## src/hdl/pba_pkg.sv

```systemverilog
// Shared types, constants and helpers for the per-bin running average block.
// No dependencies; every other file imports this package.
package pba_pkg;

    localparam int SAMPLE_W = 24;              // sample and average width
    localparam int SUM_W    = SAMPLE_W + 10;   // per-bin running sum width
    localparam int LEN_W    = 11;              // frame_length / avg_length registers
    localparam int CNT_W    = 11;              // frame counter, also the divisor
    localparam int QUO_W    = SAMPLE_W - 1;    // quotient magnitude bits below saturation
    localparam int DIV_STEP = 4;               // quotient bits resolved per divider stage
    localparam int ENTRY_W  = SUM_W + SAMPLE_W;

    localparam int MAX_BINS_DEF  = 1024;
    localparam int MAX_FRAMES    = 1024;
    // avg_length is 11 bits wide, so a larger frame limit is clamped to 2047
    localparam int FRAMES_CLAMP  = (MAX_FRAMES < 2047) ? MAX_FRAMES : 2047;

    localparam logic [LEN_W-1:0] FRAME_LEN_RST = LEN_W'(1024);
    localparam logic [LEN_W-1:0] AVG_LEN_RST   = LEN_W'(16);

    // configuration register indexes
    localparam int CFG_IDX_W = 2;
    localparam logic [CFG_IDX_W-1:0] CFG_FRAME_LENGTH = CFG_IDX_W'(0);
    localparam logic [CFG_IDX_W-1:0] CFG_AVG_LENGTH   = CFG_IDX_W'(1);

    // input actions
    localparam logic ACT_FEED  = 1'b0;
    localparam logic ACT_CLEAR = 1'b1;

    typedef struct packed {
        logic                       action;
        logic signed [SAMPLE_W-1:0] sample;
    } in_beat_t;

    typedef struct packed {
        logic signed [SAMPLE_W-1:0] average;
        logic                       frame_passed;
        logic                       last_in_frame;
    } out_beat_t;

    // per-beat frame bookkeeping from the controller
    typedef struct packed {
        logic             warmup;
        logic             last_in_frame;
        logic [CNT_W-1:0] count;
    } frame_info_t;

    // flags that ride along the divider
    typedef struct packed {
        logic frame_passed;
        logic last_in_frame;
    } div_tag_t;

    function automatic int addr_w(input int depth);
        return (depth > 1) ? $clog2(depth) : 1;
    endfunction

endpackage

```

## src/hdl/pba_frame_ctrl.sv

```systemverilog
// Configuration registers, bin position, frame counter, warm-up flag and clear sweep.
// Depends on pba_pkg.
module pba_frame_ctrl
    import pba_pkg::*;
#(
    parameter int MAX_BINS = MAX_BINS_DEF,
    localparam int AW      = addr_w(MAX_BINS)
) (
    input  logic                 clk,
    input  logic                 rst_n,
    input  logic                 cfg_valid,
    input  logic [CFG_IDX_W-1:0] cfg_index,
    input  logic [LEN_W-1:0]     cfg_data,
    input  logic                 feed,
    input  logic                 clear,
    output logic [AW-1:0]        pos,
    output frame_info_t          info,
    output logic                 clearing,
    output logic [AW-1:0]        sweep_addr
);

    localparam int LW = ($clog2(MAX_BINS + 1) > LEN_W) ? $clog2(MAX_BINS + 1) : LEN_W;

    logic [LEN_W-1:0] frame_length_reg;
    logic [LEN_W-1:0] avg_length_reg;
    logic [AW-1:0]    bin_position_reg, bin_position_next;
    logic [CNT_W-1:0] frame_count_reg,  frame_count_next;
    logic             warmup_reg,       warmup_next;
    logic             clearing_reg;
    logic [AW-1:0]    sweep_addr_reg;

    logic [LW-1:0]    flen, flen_m1, bp_ext;
    logic [LEN_W-1:0] alen;
    logic             last, frame_start, start_warm;

    always_comb
    begin
        if (frame_length_reg == '0)
            flen = LW'(1);
        else if (LW'(frame_length_reg) > LW'(MAX_BINS))
            flen = LW'(MAX_BINS);
        else
            flen = LW'(frame_length_reg);

        if (avg_length_reg == '0)
            alen = LEN_W'(1);
        else if (avg_length_reg > LEN_W'(FRAMES_CLAMP))
            alen = LEN_W'(FRAMES_CLAMP);
        else
            alen = avg_length_reg;
    end

    assign flen_m1     = flen - LW'(1);
    assign bp_ext      = LW'(bin_position_reg);
    // a position at or past the last bin (frame length lowered) is the last bin
    assign last        = (bp_ext >= flen_m1);
    assign pos         = last ? flen_m1[AW-1:0] : bin_position_reg;
    assign frame_start = (bin_position_reg == '0);
    assign start_warm  = (frame_count_reg < CNT_W'(alen));

    always_comb
    begin
        frame_count_next = frame_count_reg;
        warmup_next      = warmup_reg;
        if (frame_start)
        begin
            warmup_next = start_warm;
            if (start_warm)
                frame_count_next = frame_count_reg + CNT_W'(1);
        end
        bin_position_next = last ? '0 : bin_position_reg + AW'(1);
    end

    assign info.warmup        = warmup_next;
    assign info.last_in_frame = last;
    assign info.count         = frame_count_next;

    always_ff @(posedge clk or negedge rst_n)
    begin
        if (!rst_n)
        begin
            frame_length_reg <= FRAME_LEN_RST;
            avg_length_reg   <= AVG_LEN_RST;
            bin_position_reg <= '0;
            frame_count_reg  <= '0;
            warmup_reg       <= 1'b0;
            clearing_reg     <= 1'b1;
            sweep_addr_reg   <= '0;
        end
        else
        begin
            if (cfg_valid)
            begin
                if (cfg_index == CFG_FRAME_LENGTH)
                    frame_length_reg <= cfg_data;
                else if (cfg_index == CFG_AVG_LENGTH)
                    avg_length_reg <= cfg_data;
            end

            if (clear)
            begin
                bin_position_reg <= '0;
                frame_count_reg  <= '0;
                warmup_reg       <= 1'b0;
                clearing_reg     <= 1'b1;
                sweep_addr_reg   <= '0;
            end
            else
            begin
                if (feed)
                begin
                    bin_position_reg <= bin_position_next;
                    frame_count_reg  <= frame_count_next;
                    warmup_reg       <= warmup_next;
                end
                if (clearing_reg)
                begin
                    sweep_addr_reg <= sweep_addr_reg + AW'(1);
                    if (sweep_addr_reg == AW'(MAX_BINS - 1))
                        clearing_reg <= 1'b0;
                end
            end
        end
    end

    assign clearing   = clearing_reg;
    assign sweep_addr = sweep_addr_reg;

endmodule

```

## config.mk

```make
export PLATFORM = sky130hd
export DESIGN_NAME = pba_frame_ctrl
export DESIGN_NICKNAME = d
export VERILOG_FILES = /design/src/hdl/pba_pkg.sv /design/src/hdl/pba_frame_ctrl.sv
export SDC_FILE = /design/constraint.sdc
export NUM_CORES = 1
export LEC_CHECK = 0
export BUFFER_PORTS_ARGS = -buffer_cell sky130_fd_sc_hd__clkbuf_2
export CORE_AREA = 5 5 83 93
export CTS_BUF_LIST = sky130_fd_sc_hd__clkbuf_4 sky130_fd_sc_hd__clkbuf_8
export DETAILED_ROUTE_END_ITERATION = 7
export DIE_AREA = 0 0 88 98
export GPL_TIMING_DRIVEN = 0
export PLACE_DENSITY = 0.72
export SLEW_MARGIN = 5
export SYNTH_ARGS = -nofsm -noshare
export SYNTH_HDL_FRONTEND = slang
export SYNTH_SLANG_ARGS = --single-unit
```

## constraint.sdc

```tcl
create_clock -name clk -period 4.7 [get_ports clk]
set_clock_uncertainty 0.15 [all_clocks]
set_input_delay 0.235 -clock clk [delete_from_list [all_inputs] [get_ports clk]]
set_output_delay 0.235 -clock clk [all_outputs]
set_load 0.01 [all_outputs]
```

# Yosys cells after proc, flatten, opt, wreduce, memory -nomap -nowiden
# Index checks and enable logic that the tools add are counted.
[classes]
n_bitwise = 1
reduce_logical = 8
n_eq_ne = 2
n_addsub = 4
muxes = 20
order_cmp = 4
[op_table]
columns = ["operator", "n"]
rows = [
  ["$mux 11", 8],
  ["$mux 10", 6],
  ["$gt 11x11->1 const B", 2],
  ["$logic_not 11->1", 2],
  ["$add 10x1->10 const B", 2],
  ["$add 11x1->11 const B", 1],
  ["$ge 10x11->1", 1],
  ["$lt 11x11->1", 1],
  ["$sub 11x1->11 const B", 1],
  ["$eq 10x10->1 const B", 1],
  ["$logic_not 10->1", 1],
  ["$mux 1", 6],
  ["$reduce_bool 2->1", 2],
  ["$reduce_and 3->1", 1],
  ["$eq 2x1->1 const B", 1],
  ["$logic_not 2->1", 1],
  ["$reduce_and 2->1", 1],
  ["$not 1->1", 1],
]
[totals]
wordCells = 46
output_inout_bits = 34
in_bits = 18
register_bits = 55

# Depth between registers and ports, before layout
# Gate-level depths: netlist of the first run.
[logic_depth]
depth_word = 8
mapped_depth = 17
depth_no_buf = 15

# Least setup slack after synthesis of the first run
# No wires, ideal clock.
[synth_timing]
path_type = "reg2out"
from = "reg frame_length_reg[5]"
to = "out pos[6]"
arrival_ns = 3.769
required_time_ns = 4.315
setup_slack_ns = 0.546
path_stages_with_launch = 17
n_path_buf = 2
path_cell_list = "dfrtp_1 > or4_4 > or3_4 > nor2_1 > o21ai_0 > ha_1 > o21ai_0 > o221ai_1 > o311a_1 > ha_1 > o21ai_0 > o21ai_0 > a21oi_1 > nor3_2 > buf_6 > clkbuf_1 > mux2i_1"
[synth_between]
elab_chain_cells = 6
word_cells_on_any_way = 7
cone_classes = "add/sub (1); order compare (2); mux (3); reduce/logical (1)"
[synth_rtl]
columns = ["item", "line_no", "text"]
rows = [
  ["from (decl)", "pba_frame_ctrl.sv:24", "logic [LEN_W-1:0] frame_length_reg;"],
  ["from (signal assigned)", "pba_frame_ctrl.sv:95", "frame_length_reg <= cfg_data;"],
  ["$gt 11x11->1", "pba_frame_ctrl.sv:40", "else if (LW'(frame_length_reg) > LW'(MAX_BINS))"],
  ["$mux 11", "pba_frame_ctrl.sv:40", ""],
  ["$mux 11 (*)", "pba_frame_ctrl.sv:38", "if (frame_length_reg == '0)"],
  ["$sub 11x1->11 (*)", "pba_frame_ctrl.sv:53", "assign flen_m1 = flen - LW'(1);"],
  ["$ge 10x11->1", "pba_frame_ctrl.sv:56", "assign last = (bp_ext >= flen_m1);"],
  ["$mux 10 (*)", "pba_frame_ctrl.sv:57", "assign pos = last ? flen_m1[AW-1:0] : bin_position_reg;"],
  ["to (decl)", "pba_frame_ctrl.sv:16", "output logic [AW-1:0] pos,"],
]
# Mark *: on every way between the ends. The rest lies on a longest branch, timed or not.

# Worst setup path after layout of the first run
[layout_timing]
from = "reg frame_length_reg[5]"
to = "out pos[0]"
[layout_between]
elab_chain_cells = 6
word_cells_on_any_way = 7
cone_classes = "add/sub (1); order compare (2); mux (3); reduce/logical (1)"
[layout_rtl]
columns = ["item", "line_no", "text"]
rows = [
  ["$gt 11x11->1", "pba_frame_ctrl.sv:40", ""],
  ["$mux 11", "pba_frame_ctrl.sv:40", ""],
  ["$mux 11 (*)", "pba_frame_ctrl.sv:38", ""],
  ["$sub 11x1->11 (*)", "pba_frame_ctrl.sv:53", ""],
  ["$ge 10x11->1 (*)", "pba_frame_ctrl.sv:56", ""],
  ["net last", "pba_frame_ctrl.sv:34", "logic last, frame_start, start_warm;"],
  ["$mux 10 (*)", "pba_frame_ctrl.sv:57", ""],
]
# Mark *: on every way through the listed nets, which the timed path passes. The rest lies on a longest branch.

==> results of run 1 <==
-- routing by layer --
metal  vias up  routed length (um)  GRT usage [%]
met2        58                4100           33.2
met3        10                 278           3.29
met4         0                  99           4.72
met5         -                   0              0
li1       1482                   -              -
met1      1460                3630           26.1
-- path summary, 6_finish.rpt --
kind	to	slack [ps]	cells after the start
max	pos[0]	190	17
min	frame_length_reg[10]	10	3
max reg2reg	bin_position_reg[4]	530	16
min reg2reg	warmup_reg	380	2
max in group asynchronous	frame_length_reg[5]	3490	2
min in group asynchronous	frame_count_reg[9]	390	2
-- cell type report --
cell class	count	area, um2
fill	625	2690
multi-input combinational	302	2090
sequential	55	1380
timing repair buffer	55	290
tap	85	106
buffer	16	82.6
clock buffer	5	68.8
inverter	9	33.8
clock inverter	3	22.5
-- cells in the mapped netlist (all sizes together) (9+ instances only) --
cell     n
dfrtp   52
nand2   42
nor2    37
ha      25
mux2    22
xor2    20
a21oi   19
nand3   17
o21ai   15
xnor2   13
clkbuf  12
and3    10
nand4    9
-- power groups by stage --
stage / Sequential, mW / Clock [mW] / Combinational [mW]
global route: 0.579 / 0.300 / 0.340
floorplan: 0.564 / 0 / 0.209
detailed placement: 0.580 / 0 / 0.286
global placement: 0.578 / 0 / 0.276
CTS: 0.571 / 0.279 / 0.293
finish: 0.572 / 0.274 / 0.297
-- timing repair --
action	CTS	global route
hold endpoints to repair	52	0
pin swaps	0	2
hold buffers	1	0
gates cloned	0	0
setup endpoints to repair	11	11
gates resized for setup	6	9
setup buffers	0	3
-- layout by cell type (no fill, tap or decap), types with 12 or more instances in the layout --
cell	count
a21oi_1	17
dfrtp_1	50
xor2_1	20
ha_1	24
o21ai_0	12
clkbuf_2	50
nand3_1	17
xnor2_1	13
nand2_1	42
nor2_1	37
mux2_2	22
-- through the flow --
stage	hold WS [ps]	area, um2	util [%]
after floorplan	-211	3570	-
after global placement	324	3930	58.0
after detailed placement	229	3930	58.1
after CTS	6.67	4040	59.7
after global routing	0.385	4080	60.3
final	12.3	4080	60.3
-- worst reg2reg max path, stage by stage, from the launching register on --
cell and delay [ps]:
dfrtp_2 450, or4_4 560, or3_4 370, nor2_1 100, o21ai_1 110, ha_2 250, o21ai_2 100, o221ai_1 150
o311a_1 170, ha_1 200, a211oi_1 230, o21ai_0 130, a21oi_1 230, nor3_2 80, buf_4 140, or4b_1 500
a31oi_1 180
-- kinds of logic (layout without fill, tap and decap cells) --
family                   count (synthesis)  after routing  synth area share, %
AND/OR/NAND/NOR                        164            164                 24.4
AO/OA/AOI/OAI                           55             55                 9.19
flip-flops                              55             55                 38.7
XOR/XNOR                                33             33                 8.11
adder cells (fa/ha/maj)                 25             25                 8.77
multiplexers                            25             25                 7.79
buffers and inverters                   25             88                 3.05
==> metrics.txt, run 1 <==
Clk pwr share=23.9%; CP delay by family, top=compound AO/OA/AOI/OAI gates; worst setup path start=frame_length_reg[5]; Req. time, crit path=4320 ps; CP Cell Sequence=or4_4 > or3_4 > nor2_1 > o21ai_1 > ha_2 > o21ai_2 > o221ai_1 > o311a_1 > ha_1 > a211oi_1 > o21ai_0 > a21oi_1 > nor3_2 > buf_6 > clkbuf_4 > o21ai_1 > clkbuf_2; Yosys top cell by area=dfrtp_1; Rows=32; Worst Max-Slew Pin Slew=896 ps; synth unique cells=51; CTS Buf Count=5; synthesized area=0.00357 mm2; largest stage delay on the critical path=560 ps; setup_tns=0 ps; Post-synth EDFFs=0; first-pass GRT wire length=13.9 mm; crit path max fanout=10; sw power=380 uW; Hold WC Path Type=input pin to flop; CP bufs+invs=3; via count=3010; reg2reg start=frame_length_reg[5]; HP Start=cfg_data[10]; htree depth=2; RSZ-0062 raised after global routing=true; GP Congestion=0.881; final antenna-violating net count=0; most used cell, CP=o21ai_1; Sequential Power Share=50.1%; full die area=0.00862 mm2; clock-pin slew on the worst setup and hold paths=100 ps; DIE HEIGHT=98 um; post-synth top area share=36.5%; 1st-pass router iterations=4; Pleak=1.84 nW; Sink Count=55; DIE WIDTH=88 um; DR WL/cell=15.3 um; Layout Nets=487; status=finished clean; Pins Over Slew Limit=0; Main synth FF type=dfrtp_1; initial antenna violation count=0; WS Path Type=flop to output port; Yosys reg bits=55; CTS Root Cell=clkbuf_8; total power=1.14 mW; starting DRC count in detailed routing=106; Max Fclk=222 MHz; Hold Vio Cnt, Final=0; share of layout cells above drive strength 1=23.8%; Post-route DRC=0; setup slack at placement=-6.52 ps; Starting Density=52.7%; cell internal pwr=762 uW; Total Routed Length=8.10 mm; Slew Limit Headroom=40.1%; antenna cells=0; DP Wirelength=6.12 mm; Pwr Density=280 mW/mm2; placed cell count=518; signal arrival time at the worst endpoint=4120 ps; Peak VDD IR=0.000150 V; combinational share of power=26.0%; Yosys warnings=0; fin crit share=95.9%; Final WS setup=191 ps; Total Routing Usage GR=19.7%; Worst setup EP type=output port; vias per cell=5.68; post-layout minimum cycle time=4510 ps; IO Pins=52; clock latency on the worst-skew pair=310 ps; max cap viols=0; Port Buffers=51; largest net degree at the start of global routing=56; Worst setup SP type=flop; CTS max path bufs=2; area delta synth->final=14.4%; largest cells by area after synthesis=dfrtp_1 36%, ha_1 8.8%, mux2_2 6.9%; vias in the first global route=2983; CTS tree=yes; Post-synth ARST share=100%; grt ovf=0; Post-Syn Nets=425; setup violators final=0; Slowest-stage cell, CP=or4_4; fin cells=530; syn avg cell area=9.33 um2; Syn Inst Count=382; Sw Ratio=33.3%; Seq/Total Area, Yosys=38.7%; Placeable Area=0.00677 mm2
Note: power is estimated with default switching activity, not from simulation.
==> inputs of run 2 (changes only) <==
Settings changed: BUFFER_PORTS_ARGS -buffer_cell sky130_fd_sc_hd__clkbuf_2 to default, CORE_AREA 5 5 83 93 to 5 5 87 89, CTS_BUF_LIST sky130_fd_sc_hd__clkbuf_4 sky130_fd_sc_hd__clkbuf_8 to default, DIE_AREA 0 0 88 98 to 0 0 92 94, DONT_BUFFER_PORTS from default to 1, PLACE_DENSITY 0.72 to 0.65.
==> run 2 against run 1 <==
Compared with the run above: total power rose by 0.31%; largest cell class unchanged; largest power group unchanged; combinational power down 2%; critical path type unchanged; flip-flop and latch count unchanged.
==> metrics.txt, run 2 (synthesis results as in run 1) <==
status=finished clean; first-pass GRT wire length=13.7 mm (-1.6%); area delta synth->final=12.8%; vias per cell=5.92 (+4.2%); Starting Density=53.4% (+0.67 points); antenna cells=0 (unchanged); grt ovf=0 (unchanged); Core Util, Final=60.2% (-0.075 points); clock-pin slew on the worst setup and hold paths=100 ps (about the same); worst setup path start=frame_length_reg[5]; CTS tree=yes; total power=1.15 mW (+0.31%); IO Pins=52 (unchanged); Pleak=1.68 nW (-8.6%); Clk pwr share=24.5% (+0.6 points); leading cell type in the layout, fill and taps excluded=dfrtp_1; starting DRC count in detailed routing=88 (-17%); Worst setup SP type=flop; Total Routed Length=8.15 mm (+0.57%); reg2reg start=frame_length_reg[5]; WS Path Type=flop to output port; vias in the first global route=2773 (-7.0%); sw power=377 uW (-0.87%); Peak VDD IR=0.000170 V (+13%); most frequent cells in the layout=51 x dfrtp_1, 42 x nand2_1, 37 x nor2_1; RSZ-0062 raised after global routing=false; crit path max fanout=10 (unchanged); DR WL/cell=16.7 um (+9.4%); # fillers=596 (-4.6%); Rows=30 (-6.3%); largest net degree at the start of global routing=56 (unchanged); reg-to-reg setup timing slack=310 ps (-220 ps); Sink Count=55 (unchanged); CTS max path bufs=2 (unchanged); CTS Root Cell=clkbuf_8; full die area=0.00865 mm2 (+0.28%); cell internal pwr=769 uW (+0.89%); Worst Max-Slew Pin Slew=865 ps (-31.4 ps); clock latency on the worst-skew pair=310 ps (about the same); Worst setup EP type=output port; Max Fclk=222 MHz (-0.11%); Layout Nets=449 (-7.8%); initial antenna violation count=0 (unchanged); combinational share of power=25.5% (-0.5 points); 1st-pass router iterations=4 (unchanged); GP Congestion=0.805 (-8.7%); signal arrival time at the worst endpoint=4130 ps (about the same); DIE WIDTH=92 um (+4.5%); Pins Over Slew Limit=0 (unchanged); Hold WC Path Type=input pin to flop; Sw Ratio=32.9% (-0.39 points); Sequential Power Share=50.0% (about the same); share of layout cells above drive strength 1=15.2% (-8.6 points); Total Routing Usage GR=19.5% (-0.15 points); htree depth=2 (unchanged); Hold Vio Cnt, Final=0 (unchanged); via count=2883 (-4.2%); post-layout minimum cycle time=4510 ps (+4.79 ps); setup violators final=0 (unchanged); Placeable Area=0.00668 mm2 (-1.3%); Post-route DRC=0 (unchanged); fin crit share=96.0% (+0.10 points); max cap viols=0 (unchanged); CTS Buf Count=5 (unchanged); Slew Limit Headroom=42.2% (+2.1 points); HP Start=feed; setup_tns=0 ps (unchanged); Req. time, crit path=4320 ps (about the same); final antenna-violating net count=0 (unchanged); Pwr Density=285 mW/mm2 (+1.7%); DIE HEIGHT=94 um (-4.1%); DP Wirelength=5.99 mm (-2.1%); Port Buffers=0 (-100%)
-- run 2: cell count changes in the layout (fill, tap and decap cells not counted), moves of 5 or more --
| cell | previous run | this run |
|---|---|---|
| a21oi_1 | 17 | 12 |
| a21oi_2 | 2 | 7 |
| clkbuf_2 | 50 | 0 |
| dlygate4sd3_1 | 1 | 14 |
-- run 2: metal layers --
| metal | part of all wire (%) | GRT usage, % | wire length (um) |
|---|---|---|---|
| met1 | 45 | 25.3 | 3660 |
| met2 | 50 | 33.1 | 4070 |
| met3 | 4.2 | 4.25 | 343 |
| met4 | 0.92 | 5.07 | 75 |
| met5 | 0 | 0 | 0 |
-- run 2: cell type report --
cell class / count / area, um2 / area share, %
flip-flops and latches: 55 / 1380 / 34.3
clock inverters: 2 / 16.3 / 0.404
repair buffers: 17 / 183 / 4.54
plain buffers: 16 / 86.3 / 2.15
inverters: 9 / 33.8 / 0.840
multi-input cells: 302 / 2140 / 53.2
clock buffers: 6 / 82.6 / 2.05
well taps: 80 / 100 / 2.49
-- run 2: power by group through the flow --
stage / sequential [mW] / combinational (mW) / clock (mW)
global route: 0.581 / 0.331 / 0.315
global placement: 0.580 / 0.247 / 0
floorplan: 0.564 / 0.209 / 0
detailed placement: 0.582 / 0.255 / 0
finish: 0.573 / 0.292 / 0.281
CTS: 0.573 / 0.290 / 0.292
-- run 2: path summary, 6_finish.rpt --
check                                 endpoint  depth (start not counted)
min reg2reg                         warmup_reg                          2
min in group asynchronous        sweep_addr[2]                          2
max                                     pos[8]                         16
max reg2reg                bin_position_reg[6]                         17
max in group asynchronous    avg_length_reg[4]                          2
min                        bin_position_reg[2]                          3
-- run 2: stage by stage --
step	hold slack [ps]	setup WS (ps)	area (um2)	std cells
finish	14.8	187	4020	487
detailed placement	-209	24.4	3670	462
floorplan	-211	546	3570	382
global route	14.9	9.06	4020	487
global placement	-208	50.9	3670	462
CTS	5.79	39.5	3990	485
-- run 2: timing repair --
item | CTS | global route
hold buffers | 15 | 0
pin swaps | 1 | 2
setup endpoints to repair | 11 | 11
gates resized for setup | 18 | 7
buffers inserted | 0 | 2
endpoints found under the hold margin | 82 | 0
-- run 2: critical path, stage by stage, from the launching register on --
cell and delay [ps]:
dfrtp_2 460, or4_4 570, or3_4 370, nor2_1 100, o21ai_1 110, ha_2 250, o21ai_2 100, o221ai_1 160
o311a_1 200, ha_1 320, o21ai_0 70, o21ai_0 160, a21oi_1 90, nor3_2 280, buf_6 160, buf_6 160
mux2i_4 270
