$ cat src/hdl/pba_pkg.sv
// Shared types, constants and helpers for the per-bin running average block.
// No dependencies; every other file imports this package.
package pba_pkg;

    localparam int SAMPLE_W = 24;              // sample and average width
    localparam int SUM_W    = SAMPLE_W + 10;   // per-bin running sum width
    localparam int LEN_W    = 11;              // frame_length / avg_length registers
    localparam int CNT_W    = 11;              // frame counter, also the divisor
    localparam int QUO_W    = SAMPLE_W - 1;    // quotient magnitude bits below saturation
    localparam int DIV_STEP = 4;               // quotient bits resolved per divider stage
    localparam int ENTRY_W  = SUM_W + SAMPLE_W;

    localparam int MAX_BINS_DEF  = 1024;
    localparam int MAX_FRAMES    = 1024;
    // avg_length is 11 bits wide, so a larger frame limit is clamped to 2047
    localparam int FRAMES_CLAMP  = (MAX_FRAMES < 2047) ? MAX_FRAMES : 2047;

    localparam logic [LEN_W-1:0] FRAME_LEN_RST = LEN_W'(1024);
    localparam logic [LEN_W-1:0] AVG_LEN_RST   = LEN_W'(16);

    // configuration register indexes
    localparam int CFG_IDX_W = 2;
    localparam logic [CFG_IDX_W-1:0] CFG_FRAME_LENGTH = CFG_IDX_W'(0);
    localparam logic [CFG_IDX_W-1:0] CFG_AVG_LENGTH   = CFG_IDX_W'(1);

    // input actions
    localparam logic ACT_FEED  = 1'b0;
    localparam logic ACT_CLEAR = 1'b1;

    typedef struct packed {
        logic                       action;
        logic signed [SAMPLE_W-1:0] sample;
    } in_beat_t;

    typedef struct packed {
        logic signed [SAMPLE_W-1:0] average;
        logic                       frame_passed;
        logic                       last_in_frame;
    } out_beat_t;

    // per-beat frame bookkeeping from the controller
    typedef struct packed {
        logic             warmup;
        logic             last_in_frame;
        logic [CNT_W-1:0] count;
    } frame_info_t;

    // flags that ride along the divider
    typedef struct packed {
        logic frame_passed;
        logic last_in_frame;
    } div_tag_t;

    function automatic int addr_w(input int depth);
        return (depth > 1) ? $clog2(depth) : 1;
    endfunction

endpackage

$ cat src/hdl/pba_divider.sv
// Pipelined signed divide of the running sum by the frame count, saturated to sample width.
// One prep stage, then DIV_STEP quotient bits per stage. Depends on pba_pkg.
module pba_divider
    import pba_pkg::*;
#(
    parameter int MAX_BINS = MAX_BINS_DEF,
    localparam int AW      = addr_w(MAX_BINS)
) (
    input  logic                       clk,
    input  logic                       rst_n,
    input  logic                       in_valid,
    output logic                       in_ready,
    input  logic signed [SUM_W-1:0]    in_sum,
    input  logic [CNT_W-1:0]           in_count,
    input  div_tag_t                   in_tag,
    input  logic [AW-1:0]              in_pos,
    output logic                       out_valid,
    input  logic                       out_ready,
    output logic signed [SAMPLE_W-1:0] out_avg,
    output logic signed [SUM_W-1:0]    out_sum,
    output div_tag_t                   out_tag,
    output logic [AW-1:0]              out_pos,
    input  logic [AW-1:0]              probe_pos,
    output logic                       probe_hit,
    output logic                       empty
);

    localparam int NST = (QUO_W + DIV_STEP - 1) / DIV_STEP;

    logic [NST:0]      v_reg;
    logic [NST:0]      adv;
    logic [NST:0]      hit;
    logic [CNT_W-1:0]  rem_reg  [NST+1];
    logic [QUO_W-1:0]  low_reg  [NST+1];
    logic [QUO_W-1:0]  quo_reg  [NST+1];
    logic [CNT_W-1:0]  den_reg  [NST+1];
    logic              neg_reg  [NST+1];
    logic              ovf_reg  [NST+1];
    logic              zero_reg [NST+1];
    logic [SUM_W-1:0]  sum_reg  [NST+1];
    div_tag_t          tag_reg  [NST+1];
    logic [AW-1:0]     pos_reg  [NST+1];

    // prep: magnitude, overflow test on the high bits, first partial remainder
    logic [SUM_W-1:0] mag;
    logic [CNT_W-1:0] mag_hi;
    assign mag    = in_sum[SUM_W-1] ? (~in_sum + SUM_W'(1)) : in_sum;
    assign mag_hi = mag[SUM_W-1:QUO_W];

    always_comb
    begin
        adv[NST] = !v_reg[NST] || out_ready;
        for (int k = NST - 1; k >= 0; k--)
            adv[k] = !v_reg[k] || adv[k+1];
        for (int k = 0; k <= NST; k++)
            hit[k] = v_reg[k] && (pos_reg[k] == probe_pos);
    end

    assign in_ready  = adv[0];
    assign probe_hit = |hit;
    assign empty     = ~|v_reg;

    always_ff @(posedge clk or negedge rst_n)
    begin
        if (!rst_n)
        begin
            v_reg <= '0;
        end
        else
        begin
            if (adv[0])
                v_reg[0] <= in_valid;
            for (int k = 1; k <= NST; k++)
                if (adv[k])
                    v_reg[k] <= v_reg[k-1];
        end
    end

    always_ff @(posedge clk)
    begin
        if (adv[0] && in_valid)
        begin
            rem_reg[0]  <= mag_hi;
            low_reg[0]  <= mag[QUO_W-1:0];
            quo_reg[0]  <= '0;
            den_reg[0]  <= in_count;
            neg_reg[0]  <= in_sum[SUM_W-1];
            ovf_reg[0]  <= (mag_hi >= in_count);
            zero_reg[0] <= (in_count == '0);
            sum_reg[0]  <= in_sum;
            tag_reg[0]  <= in_tag;
            pos_reg[0]  <= in_pos;
        end
    end

    for (genvar k = 1; k <= NST; k++)
    begin : g_stage
        logic [CNT_W-1:0] rem_c;
        logic [QUO_W-1:0] low_c;
        logic [QUO_W-1:0] quo_c;

        // restoring long division, one quotient bit per step
        always_comb
        begin
            logic [CNT_W:0] t;
            logic [CNT_W:0] diff;
            rem_c = rem_reg[k-1];
            low_c = low_reg[k-1];
            quo_c = quo_reg[k-1];
            for (int i = 0; i < DIV_STEP; i++)
            begin
                if ((k - 1) * DIV_STEP + i < QUO_W)
                begin
                    t     = {rem_c, low_c[QUO_W-1]};
                    low_c = low_c << 1;
                    diff  = t - {1'b0, den_reg[k-1]};
                    if (t >= {1'b0, den_reg[k-1]})
                    begin
                        rem_c = diff[CNT_W-1:0];
                        quo_c = {quo_c[QUO_W-2:0], 1'b1};
                    end
                    else
                    begin
                        rem_c = t[CNT_W-1:0];
                        quo_c = {quo_c[QUO_W-2:0], 1'b0};
                    end
                end
            end
        end

        always_ff @(posedge clk)
        begin
            if (adv[k] && v_reg[k-1])
            begin
                rem_reg[k]  <= rem_c;
                low_reg[k]  <= low_c;
                quo_reg[k]  <= quo_c;
                den_reg[k]  <= den_reg[k-1];
                neg_reg[k]  <= neg_reg[k-1];
                ovf_reg[k]  <= ovf_reg[k-1];
                zero_reg[k] <= zero_reg[k-1];
                sum_reg[k]  <= sum_reg[k-1];
                tag_reg[k]  <= tag_reg[k-1];
                pos_reg[k]  <= pos_reg[k-1];
            end
        end
    end

    localparam logic [SAMPLE_W-1:0] AVG_MAX = {1'b0, {(SAMPLE_W-1){1'b1}}};
    localparam logic [SAMPLE_W-1:0] AVG_MIN = {1'b1, {(SAMPLE_W-1){1'b0}}};

    logic [SAMPLE_W-1:0] q_ext;
    assign q_ext = {1'b0, quo_reg[NST]};

    always_comb
    begin
        if (zero_reg[NST])
            out_avg = '0;
        else if (ovf_reg[NST])
            out_avg = neg_reg[NST] ? AVG_MIN : AVG_MAX;
        else
            out_avg = neg_reg[NST] ? (~q_ext + SAMPLE_W'(1)) : q_ext;
    end

    assign out_valid = v_reg[NST];
    assign out_sum   = sum_reg[NST];
    assign out_tag   = tag_reg[NST];
    assign out_pos   = pos_reg[NST];

endmodule

$ cat config.mk
export PLATFORM = sky130hd
export DESIGN_NAME = pba_divider
export DESIGN_NICKNAME = d
export VERILOG_FILES = /design/src/hdl/pba_pkg.sv /design/src/hdl/pba_divider.sv
export SDC_FILE = /design/constraint.sdc
export NUM_CORES = 1
export LEC_CHECK = 0
export BUFFER_PORTS_ARGS = -buffer_cell sky130_fd_sc_hd__buf_4
export CAP_MARGIN = 20
export CORE_MARGIN = 2
export CORE_UTILIZATION = 57
export DETAILED_ROUTE_END_ITERATION = 6
export HOLD_SLACK_MARGIN = 0.05
export PLACE_DENSITY = 0.84
export SYNTH_ARGS = -nofsm -noshare
export SYNTH_HDL_FRONTEND = slang
export SYNTH_SLANG_ARGS = --single-unit
$ cat constraint.sdc
create_clock -name clk -period 9.65 [get_ports clk]
set_input_delay 0.965 -clock clk [delete_from_list [all_inputs] [get_ports clk]]
set_output_delay 0.965 -clock clk [all_outputs]
set_load 0.01 [all_outputs]
==> Yosys cells after proc, flatten, opt, wreduce, memory -nomap -nowiden <==
Memories as Yosys holds them, arrays and structs flattened.
Index checks and enable logic that the tools add are counted.
{ "totals": {"regBits": 7, "ramBits": 819, "inputBits": 71, "out_inout_bits": 74, "elab_cells": 172, "n_memories": 10} }
{ "classes": {"add_sub_neg": 25, "n_lt_le_gt_ge": 24, "eq_ne": 7, "mux": 65, "bitwise_logic": 2, "n_reduce_logical": 32} }
{ "mem_list": {"columns": ["memory", "words", "width", "rd", "rd_clocked_by_memory_dff", "wr", "line_no", "text"], "rows": [
  ["sum_reg", 7, 34, 7, 0, 7, "pba_divider.sv:40", "logic [SUM_W-1:0] sum_reg [NST+1];"],
  ["low_reg", 7, 23, 6, 0, 7, "pba_divider.sv:34", "logic [QUO_W-1:0] low_reg [NST+1];"],
  ["quo_reg", 7, 23, 7, 0, 7, "pba_divider.sv:35", "logic [QUO_W-1:0] quo_reg [NST+1];"],
  ["den_reg", 7, 11, 6, 0, 7, "pba_divider.sv:36", "logic [CNT_W-1:0] den_reg [NST+1];"],
  ["rem_reg", 7, 11, 6, 0, 7, "pba_divider.sv:33", "logic [CNT_W-1:0] rem_reg [NST+1];"],
  ["pos_reg", 7, 10, 7, 0, 7, "pba_divider.sv:42", "logic [AW-1:0] pos_reg [NST+1];"],
  ["+4 memories", null, null, null, null, null, null, null]
]} }
{ "ops": {"columns": ["operator", "count"], "rows": [
  ["12-bit by 11-bit >= comparator with 1-bit output", 23],
  ["11-bit 2-to-1 mux", 23],
  ["11-bit subtractor", 23],
  ["24-bit 2-to-1 mux", 4],
  ["10-bit equality test", 7],
  ["1-bit 2-to-1 mux", 37],
  ["34-bit by 2-bit adder with 34-bit output, second input constant", 1],
  ["34-bit 2-to-1 mux", 1],
  ["34-bit inverter", 1],
  ["24-bit by 1-bit adder with 24-bit output, second input constant", 1],
  ["23-bit inverter with 24-bit output", 1],
  ["1-bit logical AND", 14],
  ["7-bit OR reduction", 2],
  ["11-bit >= comparator", 1],
  ["11-bit logical NOT", 1],
  ["1-bit logical NOT", 8],
  ["1-bit logical OR", 7]
]} }

==> Longest topological paths before layout <==
Gate-level depths: netlist (run 1).
{ "depth": {"ltp_word": 11, "depth_mapped": 45, "ltp_nobuf": 41} }

==> Worst setup path after synthesis (run 1) <==
Ideal clock, no wire load.
{ "synth_timing": {"path_type": "reg2reg", "from": "mem den_reg[2][0]", "to": "mem rem_reg[3][4] (data pin)", "arrival_time_ps": 8781, "required_ps": 9389, "setup_slack_ps": 608, "stages_incl_launch_ff": 42, "n_path_buf": 3, "synth_period_minus_slack_ps": 9042, "cell_sequence": "edfxtp_1 -> ha_1 -> fa_1 -> nor2b_1 -> o31ai_1 -> a211oi_1 -> nor3_1 -> inv_1 -> clkbuf_1 -> a21oi_1 -> fa_1 -> a21o_1 -> a21o_1 -> a21oi_1 -> o21ai_0 -> a211oi_2 -> clkbuf_1 -> mux2i_1 -> (+6 left out) -> o21ai_0 -> a21o_1 -> a221oi_2 -> buf_2 -> nor2_1 -> a21oi_1 -> inv_1 -> fa_1 -> inv_1 -> a21oi_1 -> o21bai_1 -> a21oi_1 -> o21ai_0 -> nand4_1 -> a31o_2 -> nand3_1 -> inv_1 -> a221o_1"} }
{ "synth_lines": {"columns": ["element", "line_no"], "rows": [
  ["start, declared", "pba_divider.sv:36"],
  ["end, declared", "pba_divider.sv:33"]
]} }

==> flow_summary.yaml, run 1 <==
clock_network:
  cts.reportedPaths.clkPinSlew_ns: 0.07
  cts_hold_buffers: 0
  clk_latency_ns: 0.66
  cts_buffer_depth: 3
  htreeDepth: 2
  tritoncts: "built"
  cts_sinks: 630
  root_buffer: "clkbuf_16"
  cts_made_buffers: 60
synthesis:
  ys_warn_count: 0
  synth.area.mux_share_pct: 3.14
  syn_nets: 3321
  synthArstFlopShare_pct: 1.11
  synth_top_family_by_area: "compound AO/OA/AOI/OAI gates"
  yosys.area_share.adder_pct: 10.7
  syn_area_sq_um: 35200
  synth_edf_count: 623
  ys_seq_elements: 630
  synth-simple-area-share_pct: 10.4
  synth-compound-area-share_pct: 13.0
  avgSynthCellArea_sq_um: 11.9
  synthFlopType: "edfxtp_1"
  synthXorXnorAreaFrac_pct: 6.00
  synth_cells: 2962
  synth_cell_type_count: 93
  synth.yosys.seq_area_share_pct: 53.6
job:
  drv_cap: 0
final_layout:
  largest_reg_flops: 232
  fill_cells: 4270
  area_delta_synth_final_pct: 13.0
  regArea_sq_um: 18900
  multi_input_area_sq_um: 15400
  fin_nets: 3538
  drive_gt1_share_pct: 13.7
  fin_area_sq_um: 39800
sta:
  setup_viol_count_final: 0
  fin_ws_ns: 0.480
  tightest_slew_ns: 1.04
  slew_violations: 0
  period_share_pct: 95.0
  min_period_ns: 9.17
  slew_headroom_pct: 30.8
  hold_viol_final: 0
  skew_ns: 0.0393
  clock.fmax_mhz: 109
die:
  die_area_sq_um: 63800
  start_util_pct: 57.4
  die-width_um: 253
  fp-row-count: 91
  die_h_um: 253
  pin_count: 145
  core_sq_um: 61400
worst_hold_path:
  min_path_type: "input port to async pin"
detailed_routing:
  drtPass1Iterations: 6
  wl_per_cell_um: 21.8
  drtAntennaViolNets: 0
  dr.first_iter.drc_count: 2377
  via_count: 24920
  drc: 0
  wl_um: 87600
  vias_per_cell: 6.20
global_route:
  grt.overflow.total: 0
  grt_pass1_vias: 24617
  antenna_found_initial: 5
  grt_max_degree: 85
  grt_pass1_wl_um: 136000
  grt.total_usage_pct: 27.2
setup_path:
  endpoint_kind: "flip-flop"
  crit_required_ns: 10.05
  crit_path_start_kind: "flip-flop"
  crit_slowest_cell: "edfxtp_1"
  path_class: "flip-flop to flip-flop"
  cp.arrival_ns: 9.57
  cpPeakStageDelay_ns: 0.51
  cp_max_fo: 11
  cp_common_cell: "fa_1"
placed_design:
  dp.final_hpwl_um: 60100
  port_buffers: 144
  place.gp.congestion: 0.947
  placed_cell_area_sq_um: 37400
  post-place-ws_ns: 0.0197
outcome:
  outcome: "finished, final reports clean"
==> layout make-up <==
cell class                 instances  share of cell area, %
sequential                       630                   47.5
multi-input combinational       2054                   38.8
timing repair buffer             207                   4.03
clock buffer                      68                   3.85
tap                              790                   2.48
inverter                         226                   2.13
clock inverter                    43                   1.25
antenna                            4                 0.0252
==> kinds of logic (layout without fill, tap and decap cells) <==
family                     Yosys count  in the layout
buffers and inverters              279            544
muxes                              100            100
and+or+nand+nor                    728            729
adders and majority gates          288            288
xor gates and xnor gates           241            241
DFF                                630            630
AOI/OAI and AO/OA                  696            696
other                                0              4
==> Yosys cell counts, drive strengths merged, types with 12 or more instances <==
library cell | instances | area (sq um)
mux2i | 37 | 370
nand4 | 55 | 344
nor3b | 18 | 145
inv | 224 | 841
o211ai | 13 | 97.6
o21a | 37 | 278
xor2 | 91 | 797
mux2 | 63 | 736
edfxtp | 623 | 18700
and2 | 12 | 75.1
buf | 12 | 83.8
fa | 22 | 440
o21bai | 17 | 128
o22a | 29 | 254
ha | 266 | 3330
a21o | 52 | 392
a21oi | 163 | 820
nor2b | 48 | 300
o31ai | 33 | 267
a211oi | 18 | 155
xnor2 | 150 | 1310
nor4 | 23 | 144
a21boi | 16 | 120
nand2b | 58 | 363
or3 | 22 | 148
o21ai | 191 | 960
nand3 | 44 | 220
nor2 | 187 | 704
nor3 | 49 | 245
nand2 | 165 | 619
clkbuf | 41 | 154
and3 | 13 | 81.3
a31oi | 22 | 138
==> worst paths after layout <==
check | start | endpoint | slack [ns] | cells after the start
min | rst_n | v_reg[4]$_DFFE_PN0P_ | 0.10 | 1
max | den_reg[3][0]$_DFFE_PP_ | rem_reg[4][8]$_DFFE_PP_ | 0.48 | 36
max in group asynchronous | rst_n | v_reg[3]$_DFFE_PN0P_ | 9.42 | 1
min in group clk | ovf_reg[5]$_DFFE_PP_ | ovf_reg[6]$_DFFE_PP_ | 0.40 | 0
min reg2reg | ovf_reg[5]$_DFFE_PP_ | ovf_reg[6]$_DFFE_PP_ | 0.40 | 0
max reg2reg | den_reg[3][0]$_DFFE_PP_ | rem_reg[4][8]$_DFFE_PP_ | 0.48 | 36
==> critical path, delay by kind of cell, from the launching register on <==
family | cells | cell delay, ns
adders and majority gates | 5 | 1.93
buffers and inverters | 5 | 0.80
AOI/OAI and AO/OA | 15 | 3.35
and+or+nand+nor | 8 | 1.25
DFF | 1 | 0.51
muxes | 3 | 1.08
==> stage by stage <==
| stage | TNS [ns] | cells | hold slack [ns] | util (%) |
|---|---|---|---|---|
| after floorplan | 0 | 2962 | 0.400 | - |
| after global placement | 0 | 3890 | 0.400 | 61.0 |
| after detailed placement | 0 | 3890 | 0.405 | 61.0 |
| after CTS | 0 | 4002 | 0.0821 | 64.3 |
| after global routing | -0.145 | 4018 | 0.0968 | 64.8 |
| final | 0 | 4022 | 0.103 | 64.8 |
==> routing by layer <==
metal  global-route usage (%)  share of wire (%)
met4                     11.2                4.2
met5                        0              0.015
met3                     4.46                8.0
met2                     46.3                 49
met1                     34.5                 39
==> cells in the final DEF (no fill, tap or decap), drive strengths merged, types with 16 or more instances in the layout <==
cell type  count
nor2b         48
nor3          49
o21a          37
nor3b         18
fa            22
a31oi         22
mux2          63
buf          207
nor2         187
nand3         44
edfxtp       623
xnor2        150
nand4         55
a21oi        163
clkinv        25
inv          231
xor2          91
o21bai        17
ha           266
clkbuf        68
a21o          52
o31ai         33
nand2b        58
o22a          29
nor4          23
nand2        166
or3           22
o21ai        191
mux2i         37
a21boi        16
a211oi        18
==> timing repair <==
action / CTS / global route
pin swaps: 1 / 7
gates cloned: 0 / 2
endpoints found under the setup margin: 11 / 59
setup buffers: 1 / 13
resized for setup: 1 / 49
Power of run 1 is left out: the tool's default activity adds up to more than one toggle a clock period on the data nets, which glitch-free logic cannot reach.
==> run 2, diff against run 1 <==
--- a/config.mk
+++ b/config.mk
@@ -9,9 +9,11 @@
 export CAP_MARGIN = 20
 export CORE_MARGIN = 2
 export CORE_UTILIZATION = 57
+export CTS_CLUSTER_DIAMETER = 120
 export DETAILED_ROUTE_END_ITERATION = 6
 export HOLD_SLACK_MARGIN = 0.05
 export PLACE_DENSITY = 0.84
 export SYNTH_ARGS = -nofsm -noshare
 export SYNTH_HDL_FRONTEND = slang
 export SYNTH_SLANG_ARGS = --single-unit
+export TNS_END_PERCENT = 50
==> constraint.sdc (replaced) <==
create_clock -name clk -period 9.65 [get_ports clk]
set_input_delay 0.4825 -clock clk [delete_from_list [all_inputs] [get_ports clk]]
set_output_delay 0.4825 -clock clk [all_outputs]
set_load 0.01 [all_outputs]
==> run 2 against run 1 <==
Fmax down 0.18%. Setup slack worse by 0.016 ns. First-iteration DRC count up 10%. Clock-buffer cell count unchanged. Final area up 1.0%. Hold slack worse by 0.020 ns. Critical path depth up 4. Highest routed layer is now met4. Wire length up 5.1%. Clock skew up 0.0040 ns. Global-route usage up 0.99 points. Non-clock buffer count up 40. Largest cell class unchanged.
==> flow_summary.yaml, run 2 (synthesized netlist as in run 1, its figures left out) <==
global_route:
  grt_pass1_wl_um: 140000
  grt.overflow.total: 0
  antenna_found_initial: 1
  grt_max_degree: 85
  grt.total_usage_pct: 28.2
  grt_pass1_vias: 25090
clock_network:
  cts_buffer_depth: 3
  cts_made_buffers: 60
  cts_sinks: 630
  cts.reportedPaths.clkPinSlew_ns: 0.07
  htreeDepth: 2
  tritoncts: "built"
  root_buffer: "clkbuf_16"
  clk_latency_ns: 0.66
sta:
  period_share_pct: 95.2
  worst_hold_slack_ns: 0.0831
  fin_ws_ns: 0.464
  slew_headroom_pct: 31.3
  tightest_slew_ns: 1.03
  slew_violations: 0
  rsz0062_at_grt: "true"
  min_period_ns: 9.19
  setup_viol_count_final: 0
  hold_viol_final: 0
  clock.fmax_mhz: 109
  skew_ns: 0.0433
final_layout:
  final_common_cell: "edfxtp_1"
  drive_gt1_share_pct: 13.6
  largest_reg_flops: 232
  area_delta_synth_final_pct: 14.2
  fill_cells: 4163
  mostFrequentLayoutCells: "edfxtp_1 (623), ha_1 (265), inv_1 (219)"
  fin_nets: 3578
  fin_cells: 4059
worst_hold_path:
  min_path_type: "input port to flip-flop"
  min_delay_path_depth: 2
  min-delay-start: "in_valid"
job:
  drv_cap: 0
detailed_routing:
  wl_um: 92100
  drc: 0
  wl_per_cell_um: 22.7
  dr.first_iter.drc_count: 2620
  drtPass1Iterations: 7
  vias_per_cell: 6.31
  drtAntennaViolNets: 0
  via_count: 25598
setup_path:
  endpoint_kind: "flip-flop"
  cp_max_fo: 12
  crit_path_start_kind: "flip-flop"
  critPathLaunch: "den_reg[1][2]$_DFFE_PP_"
  r2r_cells: 40
  rr_startpoint: "den_reg[1][2]$_DFFE_PP_"
  cp.arrival_ns: 9.56
  path_class: "flip-flop to flip-flop"
  crit_required_ns: 10.02
  cpPeakStageDelay_ns: 0.65
  crit_slowest_cell: "or4b_2"
die:
  die-width_um: 253
  die_h_um: 253
  die_area_sq_um: 63800
  core_sq_um: 61400
  fp-row-count: 91
  start_util_pct: 57.4
  pin_count: 145
placed_design:
  port_buffers: 144
  place.gp.congestion: 0.947
  placedCellCount: 3890
  dp.final_hpwl_um: 60100
  post-place-ws_ns: 0.0197
outcome:
  outcome: "finished, final reports clean"
==> run 2: path summary, 6_finish.rpt <==
path / end / slack (ns)
max in group asynchronous: v_reg[2]$_DFFE_PN0P_ / 9.34
worst max register to register: rem_reg[2][1]$_DFFE_PP_ / 0.46
worst max-delay path: rem_reg[2][1]$_DFFE_PP_ / 0.46
worst min-delay path: v_reg[0]$_DFFE_PN0N_ / 0.08
worst min register to register: sum_reg[1][16]$_DFFE_PP_ / 0.40
min in group asynchronous: v_reg[5]$_DFFE_PN0P_ / 0.19
==> run 2: through the flow <==
stage | area [sq um] | utilization, % | setup TNS (ns)
3_5_place_dp | 37400 | 61.0 | 0
6_report | 40200 | 65.5 | 0
2_1_floorplan | 35200 | - | 0
4_1_cts | 39900 | 65.0 | 0
5_1_grt | 40200 | 65.5 | -0.356
3_3_place_gp | 37400 | 61.0 | 0
==> run 2: repair_timing <==
item                       4_1_cts  5_1_grt
gates resized for setup          1       56
cloned                           0        2
setup buffers                    1       13
setup endpoints to repair       11       59
hold buffers                    40        0
pin swaps                        1        5
hold endpoints to repair        46        0
==> run 2: area by class of cell <==
type | count | area [sq um] | area share, %
flip-flops and latches | 630 | 18900 | 47.0
well taps | 790 | 988 | 2.46
multi-input cells | 2054 | 15400 | 38.4
clock inverters | 43 | 495 | 1.23
clock buffers | 68 | 1530 | 3.81
inverters | 226 | 851 | 2.12
diodes | 1 | 2.50 | 0.00623
repair buffers | 247 | 1990 | 4.95
==> run 2: worst max-delay path, delay by kind of cell (launching register included) <==
kind | cells | cell delay, ns
AOI/OAI and AO/OA | 18 | 3.60
DFF | 1 | 0.48
muxes | 3 | 0.67
adders and majority gates | 4 | 1.40
buffers and inverters | 8 | 1.15
and+or+nand+nor | 7 | 1.57
==> run 2: routing by layer <==
layer | global-route usage, % | share of wire [%]
met1 | 35.4 | 38
met2 | 48.2 | 48
met3 | 4.64 | 8.8
met4 | 12.1 | 4.8
met5 | 0 | 0
Power of run 2 is left out for the same reason.
